<file path="config.mk">
export PLATFORM = sky130hd
export DESIGN_NAME = ffgc_queue
export DESIGN_NICKNAME = d
export VERILOG_FILES = /design/src/design/first_fit_graph_coloring_assert.svh /design/src/design/ffgc_queue.sv
export SDC_FILE = /design/constraint.sdc
export NUM_CORES = 1
export LEC_CHECK = 0
export ABC_CLOCK_PERIOD_IN_PS = 2100
export BUFFER_PORTS_ARGS = -buffer_cell sky130_fd_sc_hd__buf_2
export CAP_MARGIN = 25
export CORE_ASPECT_RATIO = 1.4
export CORE_MARGIN = 4
export CORE_UTILIZATION = 30
export CTS_BUF_LIST = sky130_fd_sc_hd__clkbuf_16
export CTS_CLUSTER_SIZE = 40
export DETAILED_ROUTE_END_ITERATION = 8
export PLACE_DENSITY = 0.57
export SLEW_MARGIN = 20
export SYNTH_ARGS = -nofsm -noshare
export SYNTH_HDL_FRONTEND = slang
export SYNTH_SLANG_ARGS = --single-unit
</file>
<file path="constraint.sdc">
create_clock -name clk -period 2.1 [get_ports clk]
set_clock_uncertainty 0.15 [all_clocks]
set_input_delay 0.315 -clock clk [delete_from_list [all_inputs] [get_ports clk]]
set_output_delay 0.315 -clock clk [all_outputs]
set_load 0.05 [all_outputs]
</file>
<file path="src/design/first_fit_graph_coloring_assert.svh">
// Assertion macros for the first-fit graph coloring block.
// Depends on nothing; included by the modules that carry checks.
`ifndef FIRST_FIT_GRAPH_COLORING_ASSERT_SVH
`define FIRST_FIT_GRAPH_COLORING_ASSERT_SVH

`ifndef ASSERT_OFF
// A property that must hold at every clock edge outside of reset.
`define FFGC_ASSERT(lbl, clk, rst_n, prop, msg) \
	lbl: assert property (@(posedge clk) disable iff (!rst_n) prop) else $error(msg);
// A condition that must never be seen at a clock edge outside of reset.
`define FFGC_ASSERT_NEVER(lbl, clk, rst_n, cond, msg) \
	lbl: assert property (@(posedge clk) disable iff (!rst_n) !(cond)) else $error(msg);
`else
`define FFGC_ASSERT(lbl, clk, rst_n, prop, msg)
`define FFGC_ASSERT_NEVER(lbl, clk, rst_n, cond, msg)
`endif

`endif

</file>
<file path="src/design/ffgc_queue.sv">
// Small register queue used between the front and back and at the result side.
// Depends on nothing; width and depth come from the instantiating module.
module ffgc_queue #(
	parameter int WIDTH = 8,
	parameter int DEPTH = 4
) (
	input  logic             clk,
	input  logic             arst_n,
	input  logic             push,
	input  logic [WIDTH-1:0] wdata,
	output logic             full,
	input  logic             pop,
	output logic             empty,
	output logic [WIDTH-1:0] rdata
);

	localparam int PW = (DEPTH > 1) ? $clog2(DEPTH) : 1;

	logic [WIDTH-1:0] slot_q [DEPTH];
	logic [PW-1:0]    wr_ptr_q;
	logic [PW-1:0]    rd_ptr_q;
	logic [PW:0]      count_q;
	logic             do_push;
	logic             do_pop;

	assign full    = (count_q == (PW+1)'(DEPTH));
	assign empty   = (count_q == '0);
	assign do_push = push && !full;
	assign do_pop  = pop && !empty;
	assign rdata   = slot_q[rd_ptr_q];

	// Pointers and fill count.
	always_ff @(posedge clk or negedge arst_n) begin
		if (!arst_n) begin
			wr_ptr_q <= '0;
			rd_ptr_q <= '0;
			count_q  <= '0;
		end else begin
			if (do_push) begin
				wr_ptr_q <= (wr_ptr_q == PW'(DEPTH - 1)) ? '0 : wr_ptr_q + 1'b1;
			end
			if (do_pop) begin
				rd_ptr_q <= (rd_ptr_q == PW'(DEPTH - 1)) ? '0 : rd_ptr_q + 1'b1;
			end
			if (do_push && !do_pop) begin
				count_q <= count_q + 1'b1;
			end else if (do_pop && !do_push) begin
				count_q <= count_q - 1'b1;
			end
		end
	end

	// Storage slots take the payload of each transfer in.
	always_ff @(posedge clk) begin
		if (do_push) begin
			slot_q[wr_ptr_q] <= wdata;
		end
	end

endmodule

</file>
-- After elaboration in Yosys (flattened, before gate mapping)
Memories as Yosys holds them, arrays and structs flattened.
Index checks and enable logic that the tools add are counted.
- bits in registers: 7
- bits in writable memories: 32
- word-level logic and storage cells: 27
- memories kept: 1
- memory list (memory ; words ; bits a word ; read ports ; clocked after memory_dff ; wr ports ; RTL line ; RTL):
    slot_q ; 4 ; 8 ; 1 ; 0 ; 1 ; ffgc_queue.sv:19 ; logic [WIDTH-1:0] slot_q [DEPTH];
- add/sub/neg operators: 4
- equality and inequality tests: 3
- muxes and demuxes: 6
- reduce and logical (&&, ||, !) cells: 10
- operator list (kind ; count):
    $mux W3 ; 2
    $add A2 B1 Y2 const B ; 2
    $eq A2 B2 Y1 const B ; 2
    $logic_and A1 B1 Y1 ; 4
    $logic_not A1 Y1 ; 4
    $mux W2 ; 2
    $add A3 B1 Y3 const B ; 1
    $eq A3 B3 Y1 const B ; 1
    $logic_not A3 Y1 ; 1
    $sub A3 B1 Y3 const B ; 1
    $mux W1 ; 2
    $reduce_bool A2 Y1 ; 1

-- Logic depth before layout (Yosys ltp)
Gate-level depths: netlist of run 1.
- word-level depth: 7
- mapped depth: 8
- depth with buffers taken out: 8

-- Least setup slack after synthesis of run 1
No wires, ideal clock.
- path kind: reg-to-reg
- from: register count_q[0]
- to: register count_q[2]
- library setup time: 79 ps
- arrival: 2928 ps
- required time: 1871 ps
- setup slack: -1057 ps
- stages on the path, launching flop included: 9
- path buffers: 0
- path through: dfrtp_1 nor3_1 nand2b_4 ha_1 inv_1 fa_1 xor2_1 nor2_1 xor2_1
- cells in the longest elaborated chain, start to end: 6
- ends and longest elaborated chain (item ; RTL line ; RTL):
    start, declared ; ffgc_queue.sv:22 ; logic [PW:0] count_q;
    start signal, assigned ; ffgc_queue.sv:46 ; count_q <= count_q + 1'b1;
    start signal, assigned ; ffgc_queue.sv:48 ; count_q <= count_q - 1'b1;
    $logic_not A3 Y1 * ; ffgc_queue.sv:27 ; assign empty = (count_q == '0);
    net empty ; ffgc_queue.sv:13 ; output logic empty,
    $logic_not A1 Y1 * ; ffgc_queue.sv:29 ; assign do_pop = pop && !empty;
    $logic_and A1 B1 Y1 * ; ffgc_queue.sv:29 ;
    $logic_not A1 Y1 ; ffgc_queue.sv:45 ; if (do_push && !do_pop) begin
    $logic_and A1 B1 Y1 ; ffgc_queue.sv:45 ;
    $mux W3 / $reduce_bool A2 Y1 (equally long branches) ; -- ;
The timed path passes the listed nets; every way through them passes the cells marked *. The select of a mux whose other input is x is not followed.
A chain may end at the register's enable or synchronous reset.

-- Worst setup path after layout of run 1
- from: register count_q[0]
- to: register count_q[2]
- cells in the longest elaborated chain, start to end: 6
- ends and longest elaborated chain (item):
    parallel branches: the longest is 6 deep, another holds $sub A3 B1 Y3
Parallel ways; which one is timed is not known. The select of a mux whose other input is x is not followed.

==> flow_metrics.tcl, run 1 <==
set metrics [dict create \
    syn-cell-area_um2 1620 \
    portBuffers 21 \
    place_ws_ps 35.2 \
    ys.flop_type "edfxtp_1" \
    ir_worst_vdd_mv 1.10 \
    ant_nets 0 \
    clkTransAtPathRegs_ps 60 \
    avgSynthCellArea_um2 20.5 \
    die_w_um 70.1 \
    timing.slew.headroom_pct 46.3 \
    powerDensity_nw_per_um2 1660 \
    clock_latency_ps 270 \
    numCtsBuffers 5 \
    fin_cells 179 \
    areaGrowthSynthToFinish_pct 27.1 \
    drt_iter0_drc 15 \
    cp.required_ps 2150 \
    cts_buffer_depth 2 \
    drive_above_1_share_pct 48.7 \
    drt_wl_total_um 2720 \
    cts_tree "built" \
    grt_max_degree 13 \
    power_leakage_nw 0.786 \
    fmax_ghz 0.488 \
    n_antenna_cell 0 \
    min_period_ps 2050 \
    core_area_um2 5200 \
    antenna_found_initial 0 \
    ys_warn_count 0 \
    layout_setup_ws_ps 48.9 \
    synthCells 79 \
    ys_seq_area_share_pct 70.2 \
    synth_fp_nets 98 \
    num_rows 31 \
    post_cts_resized 0 \
    vias 784 \
    maxCapViolCount 0 \
    die_y_um 94.9 \
    hp-class "in -> reg" \
    grt_pass1_wl_um 4230 \
    cts_root_buffer "clkbuf_16" \
    avgRoutedWirePerCell_um 15.2 \
    dieArea_um2 6650 \
    synth_edf_count 32 \
    hold_viol_final 0 \
    synth-async-reset-ratio_pct 17.9 \
    clock_sinks 39 \
    ys_ff_latch 39 \
    critPathLaunchType "flip-flop" \
    path_max_fanout 4 \
    drt_pass1_iterations 4 \
    final_nets 131 \
    post-place-cells 165 \
    viasPerCell 4.38 \
    synth_cell_types 19 \
    grt_usage_pct 8.56 \
    htreeDepth 2 \
    hpwl_um 1840 \
    num_io_pins 22 \
    critical_path_class "reg -> reg" \
    post-route-period-util_pct 97.7 \
    final_max_slew_viol_count 0 \
    start_util_pct 31.1 \
    setup_viol 0 \
    status "completed" \
    grt_pass1_vias 833 \
    drc 0 \
    end_kind "flip-flop" \
    globalplace.congestion 0.705 \
    tightest_slew_ps 803 \
    arrival_ps 2100 \
    grt.overflow.total 0 \
]
[metrics by stage]
stage	util [%]	power, mW	setup TNS (ps)	area, um^2	hold slack, ps
after floorplan	-	2.24	-473	1650	-131
after global placement	35.5	2.52	0	1840	11.7
after detailed placement	35.5	2.57	0	1840	13.3
after CTS	38.8	3.41	0	2020	96.6
after global routing	39.6	3.60	-64.6	2060	92.2
final	39.6	3.41	0	2060	106
[cells by family (layout without fill, tap and decap cells)]
kind of cell / Yosys count / after routing / synth area share (%)
simple gates: 12 / 12 / 5.49
xor+xnor: 3 / 3 / 1.62
buf+inv: 5 / 39 / 1.24
fa+ha+maj: 7 / 7 / 5.88
mux: 13 / 13 / 15.5
flops: 39 / 39 / 70.2
[layout by cell type (no fill, tap or decap)]
cell,n
nor2_1,4
dlygate4sd3_1,1
clkbuf_16,5
mux2_2,1
bufinv_16,1
inv_1,2
clkinv_1,1
fa_2,1
dfrtp_2,1
clkinv_2,1
ha_1,5
buf_2,21
dfrtp_1,6
nor3b_4,1
xor2_1,2
mux4_2,8
nand2_1,1
xnor2_1,1
buf_4,5
and2_1,3
nand2b_4,1
inv_2,1
nor3_4,1
buf_12,1
edfxtp_1,32
mux2_4,4
ha_4,1
nor2b_4,1
[per-layer routing]
metal | up-vias | track usage [%] | routed length [um]
li1 | 368 | - | -
met5 | - | 0 | 0
met3 | 4 | 3.19 | 114
met2 | 16 | 14.6 | 1530
met1 | 396 | 9.74 | 1030
met4 | 0 | 3.35 | 40
[synth_stat cells, drive strengths merged (2+ instances only)]
cell type	instances	share of area (%)
edfxtp	32	59
mux4	8	11
dfrtp	7	11
ha	6	4.6
mux2	5	4.4
nor2	4	0.93
and2	3	1.2
inv	3	0.70
xor2	2	1.1
[state kept, by name, summed over array words and instances (netlist names)]
name and cells:
slot_q 32, count_q 3, rd_ptr_q 2, wr_ptr_q 2
[where the power goes]
part | internal [mW] | total [mW] | leakage [nW] | switching, mW
clock network | 0.553 | 0.822 | 0.0812 | 0.270
logic | 0.575 | 1.38 | 0.330 | 0.808
registers | 1.05 | 1.21 | 0.374 | 0.152
[path summary, 6_finish.rpt]
| check | end | slack (ps) | cells after the start | startpoint |
|---|---|---|---|---|
| hold reg to reg | count_q[2]$_DFFE_PN0P_ | 390 | 1 | count_q[2]$_DFFE_PN0P_ |
| max in group asynchronous | count_q[0]$_DFFE_PN0P_ | 1370 | 2 | arst_n |
| hold / removal | slot_q[2][4]$_DFFE_PP_ | 110 | 1 | wdata[4] |
| min in group asynchronous | count_q[1]$_DFFE_PN0P_ | 250 | 2 | arst_n |
| setup / recovery | count_q[2]$_DFFE_PN0P_ | 50 | 8 | count_q[0]$_DFFE_PN0P_ |
| setup reg to reg | count_q[2]$_DFFE_PN0P_ | 50 | 8 | count_q[0]$_DFFE_PN0P_ |
[worst max-delay path, cell delays in order (launching register included)]
cell and delay (ps):
dfrtp_2 450, nor3_4 190, nand2b_4 180, ha_4 140, inv_2 40, fa_2 350
xor2_1 150, nor2_1 160, xor2_1 160
[area by class of cell]
type,instances,area [um^2]
timing repair buffer,28,173
tap,66,82.6
sequential,39,1140
inverter,3,11.3
multi-input combinational,35,488
clock inverter,3,38.8
fill,500,3140
clock buffer,5,125
[what timing repair did]
| item | 4_1_cts | 5_1_grt |
|---|---|---|
| endpoints found under the setup margin | 0 | 2 |
| endpoints found under the hold margin | 7 | 0 |
| setup buffers | 0 | 5 |
| hold buffers | 1 | 0 |
No activity file was read; power rests on OpenSTA's default activity.
==> run 2: changes to the inputs <==
CTS_BUF_LIST = default   (was sky130_fd_sc_hd__clkbuf_16)
==> run 2 against run 1 <==
Against the previous run: sequential power about the same; clock power down 29%; die area unchanged; combinational power about the same; worst setup slack better by 1.6 ps.
==> flow_metrics.tcl, run 2 (same netlist as run 1, synthesis figures left out) <==
set metrics [dict create \
    areaGrowthSynthToFinish_pct 23.7 \
    drt_iter0_drc 19 \
    post-route-period-util_pct 97.6 \
    rsz0062_at_grt "yes" \
    ant_nets 0 \
    holdWs_ps 98.8 \
    core_area_um2 5200 \
    drt_wl_total_um 2680 \
    utilization_pct 38.5 \
    hpwl_um 1840 \
    path_max_fanout 4 \
    grt_pass1_vias 832 \
    end_kind "flip-flop" \
    grt_max_degree 13 \
    grt_usage_pct 8.42 \
    drive_above_1_share_pct 49.6 \
    drc 0 \
    numCtsBuffers 5 \
    hp-class "in -> reg" \
    layout_setup_ws_ps 50.5 \
    num_rows 31 \
    reg.largest.list "slot_q: 32 flops, count_q: 3 flops" \
    clock_latency_ps 280 \
    n_antenna_cell 0 \
    powerDensity_nw_per_um2 1580 \
    viasPerCell 4.30 \
    dieArea_um2 6650 \
    status "completed" \
    final_nets 131 \
    cts_buffer_depth 2 \
    final_max_slew_viol_count 0 \
    regMostFlops "slot_q" \
    grt.overflow.total 0 \
    cts_tree "built" \
    arrival_ps 2070 \
    place_ws_ps 35.2 \
    avgRoutedWirePerCell_um 14.9 \
    htreeDepth 2 \
    drt_pass1_iterations 4 \
    die_y_um 94.9 \
    final_cell_mix "32 x edfxtp_1, 21 x buf_2, 8 x mux4_2" \
    setup_viol 0 \
    clkTransAtPathRegs_ps 70 \
    final_common_cell "edfxtp_1" \
    start_util_pct 31.1 \
    largest_reg_flops 32 \
    cp.required_ps 2120 \
    die_w_um 70.1 \
    critPathBufInv 1 \
    timing.slew.headroom_pct 49.6 \
    critPathLaunchType "flip-flop" \
    slowest_stage "dfrtp_1" \
    hold_viol_final 0 \
    tightest_slew_ps 753 \
    maxCapViolCount 0 \
    fmax_ghz 0.488 \
    cts_root_buffer "clkbuf_8" \
    num_io_pins 22 \
    ir_worst_vdd_mv 0.769 \
    antenna_found_initial 0 \
    clock_sinks 39 \
    critical_path.top_delay_family "adder cells" \
    cp_cell_sequence "nor3b_4 -> nor2b_4 -> ha_4 -> inv_2 -> fa_2 -> mux2_2" \
    critPathMaxStageDelay_ps 480 \
    power_leakage_nw 0.759 \
    globalplace.congestion 0.705 \
    grt_pass1_wl_um 4130 \
    min_period_ps 2050 \
    portBuffers 21 \
    vias 770 \
    critical_path_class "reg -> reg" \
]
-- run 2: final timing paths --
path	from	to	slack, ps	cells after the start
max in group asynchronous	arst_n	rd_ptr_q[1]$_DFFE_PN0P_	1390	2
worst min-delay path	wdata[2]	slot_q[2][2]$_DFFE_PP_	100	1
worst max register to register	count_q[1]$_DFFE_PN0P_	count_q[1]$_DFFE_PN0P_	50	6
worst min register to register	count_q[2]$_DFFE_PN0P_	count_q[2]$_DFFE_PN0P_	400	1
min in group asynchronous	arst_n	count_q[1]$_DFFE_PN0P_	240	2
worst max-delay path	count_q[1]$_DFFE_PN0P_	count_q[1]$_DFFE_PN0P_	50	6
-- run 2: worst register-to-register path: cells and delay by family, from the launching register on --
| kind | cells | cell delay (ps) |
|---|---|---|
| fa+ha+maj | 2 | 600 |
| flops | 1 | 480 |
| simple gates | 2 | 390 |
| mux | 1 | 270 |
| buf+inv | 1 | 60 |
-- run 2: power by group --
group          internal [mW]  leakage [nW]  switching (mW)
registers               1.05         0.373           0.154
clock network          0.347        0.0556           0.240
logic                  0.573         0.330           0.803
-- run 2: layout make-up --
cell class	instances	area (um^2)
sequential	39	1140
inverter	3	11.3
clock buffer	5	68.8
clock inverter	3	38.8
timing repair buffer	28	173
multi-input combinational	35	488
tap	66	82.6
fill	504	3200
-- run 2: metrics by stage --
step	instance area [um^2]	setup TNS, ps	cells	total power [mW]
2_1_floorplan	1650	-473	79	2.24
3_3_place_gp	1840	0	165	2.52
3_5_place_dp	1840	0	165	2.57
4_1_cts	1960	0	174	3.17
5_1_grt	2000	-72.8	179	3.36
6_report	2000	0	179	3.17
-- run 2: repair_timing --
item                       in CTS  in global routing
resized for setup               0                  1
buffers inserted                0                  5
hold buffers                    1                  0
setup endpoints to repair       0                  3
hold endpoints to repair        7                  0
-- run 2: metal layers --
metal,vias up,routed length (um),track usage (%),share of wire [%]
met1,383,982,8.98,37
met3,2,123,2.88,4.6
li1,366,-,-,-
met2,19,1550,14.7,58
met4,0,24,4.31,0.90
met5,-,0,0,0
