`config.mk`:
```
export PLATFORM = sky130hd
export DESIGN_NAME = ffgc_front
export DESIGN_NICKNAME = d
export VERILOG_FILES = /design/src/design/first_fit_graph_coloring_assert.svh /design/src/design/ffgc_pkg.sv /design/src/design/ffgc_front.sv
export SDC_FILE = /design/constraint.sdc
export NUM_CORES = 1
export LEC_CHECK = 0
export BUFFER_PORTS_ARGS = -buffer_cell sky130_fd_sc_hd__buf_4
export CAP_MARGIN = 0
export CORE_UTILIZATION = 25
export CTS_CLUSTER_SIZE = 10
export DETAILED_ROUTE_END_ITERATION = 10
export SYNTH_ARGS = -nofsm -noshare
export SYNTH_HDL_FRONTEND = slang
export SYNTH_SLANG_ARGS = --single-unit
```
`constraint.sdc`:
```
create_clock -name clk -period 3.75 [get_ports clk]
set_input_delay 0.5625 -clock clk [delete_from_list [all_inputs] [get_ports clk]]
set_output_delay 0.5625 -clock clk [all_outputs]
set_load 0.02 [all_outputs]
```
`src/design/first_fit_graph_coloring_assert.svh`:
```
// Assertion macros for the first-fit graph coloring block.
// Depends on nothing; included by the modules that carry checks.
`ifndef FIRST_FIT_GRAPH_COLORING_ASSERT_SVH
`define FIRST_FIT_GRAPH_COLORING_ASSERT_SVH

`ifndef ASSERT_OFF
// A property that must hold at every clock edge outside of reset.
`define FFGC_ASSERT(lbl, clk, rst_n, prop, msg) \
	lbl: assert property (@(posedge clk) disable iff (!rst_n) prop) else $error(msg);
// A condition that must never be seen at a clock edge outside of reset.
`define FFGC_ASSERT_NEVER(lbl, clk, rst_n, cond, msg) \
	lbl: assert property (@(posedge clk) disable iff (!rst_n) !(cond)) else $error(msg);
`else
`define FFGC_ASSERT(lbl, clk, rst_n, prop, msg)
`define FFGC_ASSERT_NEVER(lbl, clk, rst_n, cond, msg)
`endif

`endif

```
`src/design/ffgc_pkg.sv`:
```
// Shared types, constants and the free-color search for the graph coloring block.
// Depends on nothing.
package ffgc_pkg;

	localparam int VERTEX_W         = 12;
	localparam int COLOR_W          = 7;
	localparam int COLOR_SET_W      = 64;
	localparam int DEF_MAX_VERTICES = 4096;
	localparam int DEF_MAX_COLORS   = 64;
	localparam int ADDR_SPACE       = 1 << VERTEX_W;
	localparam int MID_DEPTH        = 4;
	localparam int OUT_DEPTH        = 2;

	// One classified neighbor item on its way from the front to the back.
	typedef struct packed {
		logic [VERTEX_W-1:0] nb;
		logic                rd_valid;
		logic                last;
		logic [VERTEX_W-1:0] vertex;
	} cmd_t;

	// One finished vertex.
	typedef struct packed {
		logic [VERTEX_W-1:0] vertex;
		logic [COLOR_W-1:0]  color;
		logic                overflow;
	} res_t;

	// Smallest free color (1 based) in a 64-bit used set, 0 if all are taken.
	// Two levels of eight: first the lowest group with a hole, then the hole.
	function automatic logic [COLOR_W-1:0] first_free(input logic [COLOR_SET_W-1:0] used);
		logic [7:0]         grp_full;
		logic [2:0]         g;
		logic [2:0]         b;
		logic               found;
		logic [7:0]         row;
		logic [COLOR_W-1:0] res;
		g = '0;
		b = '0;
		found = 1'b0;
		for (int i = 0; i < 8; i++) begin
			grp_full[i] = &used[i*8 +: 8];
		end
		for (int i = 7; i >= 0; i--) begin
			if (!grp_full[i]) begin
				g = 3'(i);
				found = 1'b1;
			end
		end
		row = used[g*8 +: 8];
		for (int i = 7; i >= 0; i--) begin
			if (!row[i]) begin
				b = 3'(i);
			end
		end
		res = found ? ({1'b0, g, b} + 7'd1) : '0;
		return res;
	endfunction

endpackage

```
`src/design/ffgc_front.sv`:
```
// Front end: takes neighbor items, tracks the current vertex and classifies each item.
// Depends on ffgc_pkg.
module ffgc_front #(
	parameter int MAX_VERTICES = ffgc_pkg::DEF_MAX_VERTICES
) (
	input  logic                          clk,
	input  logic                          arst_n,
	input  logic                          push,
	output logic                          full,
	input  logic [ffgc_pkg::VERTEX_W-1:0] neighbor,
	input  logic                          has_neighbor,
	input  logic                          last_neighbor,
	input  logic                          last_vertex,
	input  logic                          q_full,
	output logic                          cmd_valid,
	output ffgc_pkg::cmd_t                cmd
);

	localparam int VW    = ffgc_pkg::VERTEX_W;
	localparam int DEPTH = (MAX_VERTICES < ffgc_pkg::ADDR_SPACE) ? MAX_VERTICES
	                                                              : ffgc_pkg::ADDR_SPACE;

	logic [VW-1:0] vertex_q;
	logic [VW:0]   vertex_inc;
	logic          accept;

	assign full   = q_full;
	assign accept = push && !q_full;

	// Only neighbors below the current vertex carry a stored color.
	assign cmd.nb       = neighbor;
	assign cmd.rd_valid = has_neighbor && (neighbor < vertex_q);
	assign cmd.last     = last_neighbor;
	assign cmd.vertex   = vertex_q;

	// Items that neither name a neighbor nor close a vertex are dropped here.
	assign cmd_valid = accept && (has_neighbor || last_neighbor);

	assign vertex_inc = {1'b0, vertex_q} + 1'b1;

	// Vertex counter advances at the end of each vertex and restarts after the graph or at the vertex limit.
	always_ff @(posedge clk or negedge arst_n) begin
		if (!arst_n) begin
			vertex_q <= '0;
		end else if (accept && last_neighbor) begin
			if (last_vertex || (vertex_inc >= (VW+1)'(DEPTH))) begin
				vertex_q <= '0;
			end else begin
				vertex_q <= vertex_inc[VW-1:0];
			end
		end
	end

endmodule

```
### Word-level counts from Yosys, hierarchy flattened

Index checks and enable logic that the tools add are counted.

* output and inout port bits: 28
* bits in registers: 12
* logic and storage cells: 12
* input port bits: 19

* muxes and demuxes: 1
* $lt $le $gt $ge: 2
* reduce and logical (&&, ||, !) cells: 7
* add/sub/neg operators: 1

Operator list (number)
* adder 12 x 1 -> 13 bit (second input constant): 1
* >= comparator 13 bit (second input constant): 1
* less-than comparator 12 bit: 1
* 2-to-1 mux 12 bit: 1
* logical AND 1 bit: 4
* logical OR 1 bit: 2
* logical NOT 1 bit: 1

### Longest topological paths before layout

Gate-level depths: netlist of run 1.

* depth after elaboration: 4
* mapped depth: 6
* depth with buffers taken out: 6

### Least setup slack after synthesis of run 1

No wires, ideal clock.

* path kind: reg2out
* from: reg vertex_q[4]
* to: out cmd[13] in the netlist's numbering
* arrival: 1.711 ns
* path slack: 1.476 ns
* path buffers: 0
* data required time: 3.188 ns
* cell stages (with the launch flop): 7
* cell sequence: dfrtp_1 -> inv_1 -> ha_1 -> a41oi_1 -> a21o_1 -> a31oi_1 -> o21ai_0

RTL lines
* start: declaration: RTL line ffgc_front.sv:23 `logic [VW-1:0] vertex_q;`
* start signal: assignment: RTL line ffgc_front.sv:49 `vertex_q <= vertex_inc[VW-1:0];`
* end: declaration: RTL line ffgc_front.sv:16 `output ffgc_pkg::cmd_t cmd`

==> flow_summary.ini, run 1 <==
[timing]
timing.setup.tns_ns = 0
rsz0062_at_grt = no
drv_slew = 0
slew_headroom_pct = 52.7
period_share_pct = 62.2
final_hold_viol_count = 0
clock_skew_ns = 0.00211
setup_violations = 0
fin_crit_ns = 2.33
tightest_slew_ns = 0.708
clock.fmax_ghz = 0.429

[detailed_routing]
wl_met2_um = 1110
drt-met1-wl_um = 974
drt-total-wl_um = 2270
drc = 0
first_pass_iters = 4
routed.top_layer = met4
via_count = 902
drt_iter0_markers = 9
ant_nets = 0
met3_length_um = 161
wl_per_cell_um = 11.2
viasPerCell = 4.44

[final_layout]
areaGrowthSynthToFinish_pct = 32.2
top_regs = vertex_q x12
drive_gt1_share_pct = 35.3
insertedDiodeCount = 0
nNetsFinal = 186
regMostFlops = vertex_q
largest_reg_flops = 12
fin_area_um2 = 1370

[clock_tree]
tritoncts = yes
numCtsBuffers = 3
hold_buffers = 0
cts-root-buf = clkbuf_8
worst_skew_pair.late_latency_ns = 0.24
h-tree-depth = 1
cts.sinks = 12
max-clock-path-buffers = 2
postCtsSetupBuffers = 0
cts_resized = 0
clkTransAtPathRegs_ns = 0.05

[floorplan]
die_h_um = 66.3
initial_utilization_pct = 26.0
row_count = 23
coreArea_um2 = 3970
die_area_um2 = 4400
num_io_pins = 47
die-width_um = 66.3

[global_routing]
antenna_found_initial = 0
gr-total-overflow = 0
grt_max_degree = 16
grt_first_pass_wirelength_um = 3550
grt_pass1_vias = 872
track_usage_pct = 10.4

[power]
p_switching_mw = 0.128
p_per_area_nw_per_um2 = 290
seqPwrFrac_pct = 39.1
vdd_drop_max_mv = 0.0702
pwr-share-clk_pct = 29.0
switching_share_pct = 32.2
leakage_nw = 0.646
combPwrFrac_pct = 31.9
p_int_mw = 0.269

[synth]
syn_nets = 150
synth_area_um2 = 1030
synth_top_cell_by_area = dfrtp_1
ys_ff_latch = 12
ys_warn_count = 0
postSynthCellCount = 119
netlist.area_leader.share_pct = 29.1
synth.avg_cell_area_um2 = 8.68
synthTopCellsByArea = dfrtp_1 29%, ha_1 15%, buf_4 10%, xnor2_1 6.8%, inv_1 5.1%
ys_types = 28
ys_seq_area_share_pct = 29.1

[worst_setup_path]
worstPathArrival_ns = 1.77
start_kind = flip-flop
path_class = flip-flop to primary output
end_kind = primary output
crit_fanout = 5
cp.required_ns = 3.19

[hold_path]
hold_class = primary input to asynchronous set/reset pin

[place]
routabilityCongestion = 0.755
dp_hpwl_um = 1910
dpl_cell_area_um2 = 1330
port_buffers = 46

[job]
cap_violations = 0

[status]
run_status = completed
through the flow:
step                      total power, mW  worst slack, ns  hold WS [ns]  utilization [%]  cells
after CTS                           0.403             1.40         0.158             34.4    203
after global routing                0.423             1.25         0.158             34.4    203
after global placement              0.286             1.48         0.413             33.4    200
after detailed placement            0.286             1.49         0.413             33.4    200
final                               0.397             1.42         0.151             34.4    203
after floorplan                     0.234             1.48         0.267                -    119
cells in the mapped netlist, drive strengths merged:
cell    count
a21o        1
a21oi       1
nand2b      1
dfrtp      12
nand3       6
nor3        3
a211oi      1
a31oi       1
inv        14
nor4        4
nor3b       1
or2b        1
nand4       2
ha         12
xnor2       8
nor2       15
o21ai       9
o211ai      1
nand3b      1
nand2       6
buf        15
and4b       1
o41a        1
o22ai       1
a41oi       1
path summary, 6_finish.rpt:
check                              from           end  slack [ns]  depth (start not counted)
setup / recovery            vertex_q[5]       cmd[13]        1.42                          6
hold / removal                   arst_n   vertex_q[9]        0.15                          1
setup reg to reg            vertex_q[0]   vertex_q[3]        2.05                          5
hold reg to reg            vertex_q[11]  vertex_q[11]        0.57                          2
max in group asynchronous        arst_n   vertex_q[1]        3.44                          1
min in group clk           vertex_q[11]  vertex_q[11]        0.57                          2
final cells by class:
cell class	instances	area, µm²
clock buffer	3	41.3
fill	418	2610
inverter	14	52.6
multi-input combinational	78	564
sequential	12	300
tap	50	62.6
timing repair buffer	46	345
cell families (layout without fill, tap and decap cells):
logic type	Yosys count	after routing	share of synthesized area [%]
adder cells (fa/ha/maj)	12	12	14.5
flip-flops	12	12	29.1
buffers and inverters	29	63	16.3
AND/OR/NAND/NOR	41	41	21.8
AO/OA/AOI/OAI	17	17	11.5
XOR/XNOR	8	8	6.78
worst max-delay path, stage by stage, from the launching register on:
cell	delay, ns
dfrtp_1	0.43
inv_1	0.10
ha_1	0.30
a211oi_1	0.26
o211ai_1	0.12
o21ai_0	0.16
buf_4	0.17
cell usage in the layout, fill, tap and decap left out, drive strengths merged, types with 2 or more instances in the layout:
cell / Yosys / layout
nor2: 15 / 15
ha: 12 / 12
xnor2: 8 / 8
buf: 15 / 46
nand3: 6 / 6
nand2: 6 / 6
inv: 14 / 14
nor3: 3 / 3
clkbuf: 0 / 3
dfrtp: 12 / 12
nand4: 2 / 2
nor4: 4 / 4
o21ai: 9 / 9
metal layers:
metal	up-vias	GRT usage [%]
met3	5	1.38
met5	-	0
li1	472	-
met1	397	12.5
met4	0	4.79
met2	28	18.2
power by group through the flow:
stage / Clock (mW) / Combinational [mW] / Sequential [mW]
6_report: 0.115 / 0.127 / 0.155
4_1_cts: 0.118 / 0.129 / 0.156
3_3_place_gp: 0 / 0.128 / 0.158
2_1_floorplan: 0 / 0.0687 / 0.165
3_5_place_dp: 0 / 0.129 / 0.158
5_1_grt: 0.125 / 0.141 / 0.158
(Power assumes the default switching activity.)
==> run 2: changes to the inputs <==
==> constraint.sdc (replaced) <==
create_clock -name clk -period 2 [get_ports clk]
set_input_delay 0.3 -clock clk [delete_from_list [all_inputs] [get_ports clk]]
set_output_delay 0.3 -clock clk [all_outputs]
set_load 0.02 [all_outputs]
==> run 2 against run 1 <==
- utilization grew 5.1 points
- largest power group is now combinational logic
- cell area grew 15%
- critical path depth grew 1
- highest routed layer unchanged
- clock skew grew 0.00065 ns
- register-to-register slack lost 1.7 ns
- first-iteration DRC count grew 78%
==> flow_summary.ini, run 2 (same netlist as run 1, synthesis figures left out) <==
[status]
run_status = completed

[worst_setup_path]
crit_fanout = 3
path_class = flip-flop to primary output
cp.required_ns = 1.70
worstPathArrival_ns = 1.63
reg2reg_slack_ns = 0.37
start_kind = flip-flop
slowest_delay_ns = 0.37
crit_path_top_delay_cell = dfrtp_2
path_cells = inv_2 > ha_4 > a41oi_2 > a21o_1 > a31oi_1 > o21ai_1 > buf_4
end_kind = primary output

[global_routing]
gr-max-usage-layer = met2
gr-total-overflow = 0
grt_first_pass_wirelength_um = 3620
grt_use_met2_pct = 16.7
track_usage_pct = 10.9
antenna_found_initial = 0
grt_util_met1_pct = 14.4
grt_pass1_vias = 804
met3_usage_pct = 2.59
grt_max_degree = 16

[hold_path]
hold_class = primary input to flip-flop

[detailed_routing]
first_pass_iters = 4
via_count = 1005
ant_nets = 0
drt_iter0_markers = 16
drc = 0
viasPerCell = 4.57
drt-total-wl_um = 2590
wl_per_cell_um = 11.8

[floorplan]
coreArea_um2 = 3970
die-width_um = 66.3
die_area_um2 = 4400
initial_utilization_pct = 26.0
die_h_um = 66.3
num_io_pins = 47
row_count = 23

[clock_tree]
max-clock-path-buffers = 2
numCtsBuffers = 3
clkTransAtPathRegs_ns = 0.06
tritoncts = yes
worst_skew_pair.late_latency_ns = 0.25
cts.sinks = 12
cts-root-buf = clkbuf_8
h-tree-depth = 1

[final_layout]
regMostFlops = vertex_q
top_regs = vertex_q x12
layout_common_cells = 61 x buf_4, 14 x nor2_1, 10 x dfrtp_1
drive_gt1_share_pct = 48.8
layout_commonest_cell = buf_4
regArea_um2 = 303
fin_area_um2 = 1570
nNetsFinal = 202
largest_reg_flops = 12
insertedDiodeCount = 0
final_util_pct = 39.5
final_cell_count_no_fill = 220
multi_input_area_um2 = 627
fill_cells = 419
areaGrowthSynthToFinish_pct = 51.7

[power]
vdd_drop_max_mv = 0.186
leakage_nw = 0.736
p_per_area_nw_per_um2 = 538

[place]
routabilityCongestion = 0.812
dpl_cell_area_um2 = 1360
dp.cells = 204
dp_hpwl_um = 1940
port_buffers = 46

[timing]
slew_headroom_pct = 75.4
timing.setup.tns_ns = 0
final_hold_viol_count = 0
holdWs_ns = 0.420
clock.fmax_ghz = 0.517
setup_violations = 0
drv_slew = 0
clock_skew_ns = 0.00276
period_share_pct = 96.7
fin_crit_ns = 1.93
tightest_slew_ns = 0.366

[job]
cap_violations = 0
## run 2: repair_timing
action,4_1_cts,5_1_grt
endpoints found under the setup margin,1,1
gates resized for setup,3,11
buffers inserted,4,7
pin swaps,0,2
cloned,0,0
hold endpoints to repair,12,0
hold buffers,1,0
## run 2: area by class of cell
cell class / instances / area share [%]
tap: 50 / 3.99
timing repair buffer: 62 / 29.8
multi-input combinational: 78 / 40.0
sequential: 12 / 19.3
inverter: 14 / 3.35
clock buffer: 4 / 3.51
## run 2: path summary, 6_finish.rpt
check,startpoint,end,cells past startpoint
max,vertex_q[4],cmd[13],7
min,last_vertex,vertex_q[2],4
max reg2reg,vertex_q[5],vertex_q[11],6
min reg2reg,vertex_q[2],vertex_q[2],2
max in group asynchronous,arst_n,vertex_q[5],2
min in group asynchronous,arst_n,vertex_q[3],2
## run 2: per-layer routing
layer / vias to the layer above / wire length, µm
met4: 0 / 51
met5: - / 0
met1: 459 / 1190
li1: 503 / -
met2: 36 / 1170
met3: 7 / 176
## run 2: power breakdown
part           switching [mW]  leakage (nW)  internal [mW]
Clock                  0.0995        0.0288          0.175
Sequential             0.0234         0.159          0.261
Combinational           0.147         0.548          0.138
## run 2: stage by stage
| step | power [mW] | setup slack [ns] |
|---|---|---|
| CTS | 0.818 | 0.0126 |
| floorplan | 0.439 | 0.143 |
| global route | 0.889 | -0.0288 |
| detailed placement | 0.541 | 0.179 |
| finish | 0.844 | 0.0654 |
| global placement | 0.539 | 0.218 |
## run 2: critical path: cells and delay by family (launching register included)
family | cells | cell delay (ns)
AOI/OAI and AO/OA | 4 | 0.53
adders and majority gates | 1 | 0.26
buffers and inverters | 2 | 0.22
DFF | 1 | 0.37
==> run 3: changes to the inputs <==
--- a/config.mk
+++ b/config.mk
@@ -7,9 +7,11 @@
 export LEC_CHECK = 0
 export BUFFER_PORTS_ARGS = -buffer_cell sky130_fd_sc_hd__buf_4
 export CAP_MARGIN = 0
+export CORE_ASPECT_RATIO = 1.25
 export CORE_UTILIZATION = 25
 export CTS_CLUSTER_SIZE = 10
 export DETAILED_ROUTE_END_ITERATION = 10
+export MAX_ROUTING_LAYER = met4
 export SYNTH_ARGS = -nofsm -noshare
 export SYNTH_HDL_FRONTEND = slang
 export SYNTH_SLANG_ARGS = --single-unit
==> run 3 against run 2 <==
- global-route usage increased by 1.0 points
- combinational power decreased by 4%
- critical path depth unchanged
- utilization decreased by 0.058 points
- total power decreased by 3.0%
- die area about the same
- clock skew increased by 0.0020 ns
- sequential share of layout area increased by 0.41 points
- worst setup slack improved by 0.023 ns
- sequential cell count unchanged
==> flow_summary.ini, run 3 (same netlist as run 1, synthesis figures left out) <==
[status]
run_status = completed

[place]
pre_cts_ws_ns = 0.214
dpl_cell_area_um2 = 1360
dp_hpwl_um = 2030
port_buffers = 46
routabilityCongestion = 0.841

[power]
switching_share_pct = 30.9
combPwrFrac_pct = 33.3
power_mw = 0.818
p_int_mw = 0.566
p_switching_mw = 0.253
p_per_area_nw_per_um2 = 535
leakage_nw = 0.716
pwr-share-clk_pct = 31.7
seqPwrFrac_pct = 34.9
vdd_drop_max_mv = 0.325

[timing]
setup_violations = 0
fin_ws_ns = 0.0880
tightest_slew_ns = 0.328
clock_skew_ns = 0.00477
period_share_pct = 95.6
clock.fmax_ghz = 0.523
drv_slew = 0
holdWs_ns = 0.431
slew_headroom_pct = 77.9
fin_crit_ns = 1.91
final_hold_viol_count = 0

[worst_setup_path]
slowest_delay_ns = 0.38
cp.depth = 7
timing.critical_path.buf_inv = 2
end_kind = primary output
rr_worst_depth = 5
worstPathArrival_ns = 1.61
worstSetupEndpoint = cmd[13]
cp.required_ns = 1.70
crit_fanout = 3
path_cells = inv_1 > ha_4 > a41oi_1 > a21o_1 > a31oi_1 > o21ai_1 > buf_4
cpLargestDelayFamily = compound AO/OA/AOI/OAI gates
rr_endpoint = vertex_q[2]
crit_path_top_delay_cell = dfrtp_2
startpoint = vertex_q[7]
path_class = flip-flop to primary output
start_kind = flip-flop
reg2reg_slack_ns = 0.41
rr_startpoint = vertex_q[0]

[clock_tree]
h-tree-depth = 1
cts.sinks = 12
cts-root-buf = clkbuf_8
tritoncts = yes
clkTransAtPathRegs_ns = 0.05
max-clock-path-buffers = 2
numCtsBuffers = 3
worst_skew_pair.late_latency_ns = 0.24

[floorplan]
num_io_pins = 47
coreArea_um2 = 3880
die_h_um = 73.9
initial_utilization_pct = 26.6
die-width_um = 59.5
row_count = 25
die_area_um2 = 4400

[detailed_routing]
viasPerCell = 4.45
drt_iter0_markers = 35
first_pass_iters = 4
drc = 0
wl_per_cell_um = 11.4
via_count = 980
drt-total-wl_um = 2520
ant_nets = 0

[global_routing]
antenna_found_initial = 0
grt_max_degree = 13
track_usage_pct = 11.9
grt_first_pass_wirelength_um = 3840
gr-total-overflow = 0
grt_pass1_vias = 933

[hold_path]
hold_class = primary input to asynchronous set/reset pin

[final_layout]
regMostFlops = vertex_q
top_regs = vertex_q x12
areaGrowthSynthToFinish_pct = 47.9
insertedDiodeCount = 0
layout_commonest_cell = buf_4
nNetsFinal = 198
multi_input_area_um2 = 614
fill_cells = 423
fin_area_um2 = 1530
drive_gt1_share_pct = 45.8
largest_reg_flops = 12
regArea_um2 = 302
final_util_pct = 39.4
layout_common_cells = 57 x buf_4, 14 x nor2_1, 11 x dfrtp_1

[job]
cap_violations = 0
run 3: changes by cell type in the layout (fill, tap and decap cells not counted), sizes merged:
cell  delta
buf      -4
run 3: cell type report:
class	instances	share of cell area, %
clock buffer	4	3.60
inverter	14	3.44
multi-input combinational	78	40.2
sequential	12	19.7
tap	54	4.42
timing repair buffer	58	28.6
run 3: routing by layer:
| layer | track usage (%) | part of all wire, % |
|---|---|---|
| met5 | - | 0 |
| met2 | 20.2 | 51 |
| met1 | 12.8 | 41 |
| met3 | 3.52 | 7.6 |
| met4 | 4.91 | 0.99 |
run 3: how the worst min path moves through the flow:
stage,to,slack (ns),depth (start not counted)
3_5_place_dp,vertex_q[3],0.15,1
4_1_cts,vertex_q[5],0.43,2
2_1_floorplan,vertex_q[0],0.004,0
6_report,vertex_q[7],0.43,2
5_1_grt,vertex_q[5],0.46,2
3_3_place_gp,vertex_q[3],0.15,1
run 3: stage by stage:
stage                     setup TNS [ns]  instances
after global routing             -0.0219        220
after detailed placement               0        208
final                                  0        220
after global placement                 0        208
after floorplan                        0        119
after CTS                              0        216
run 3: repair_timing:
action | in CTS | in global routing
setup endpoints to repair | 1 | 1
setup buffers | 3 | 4
hold endpoints to repair | 12 | 0
hold buffers | 1 | 0
gates resized for setup | 1 | 9
pin swaps | 0 | 2
run 3: power by group through the flow:
stage | Sequential (mW) | Combinational, mW | Clock, mW
floorplan | 0.310 | 0.129 | 0
global placement | 0.293 | 0.245 | 0
detailed placement | 0.293 | 0.247 | 0
CTS | 0.287 | 0.256 | 0.267
global route | 0.288 | 0.302 | 0.278
finish | 0.286 | 0.273 | 0.260
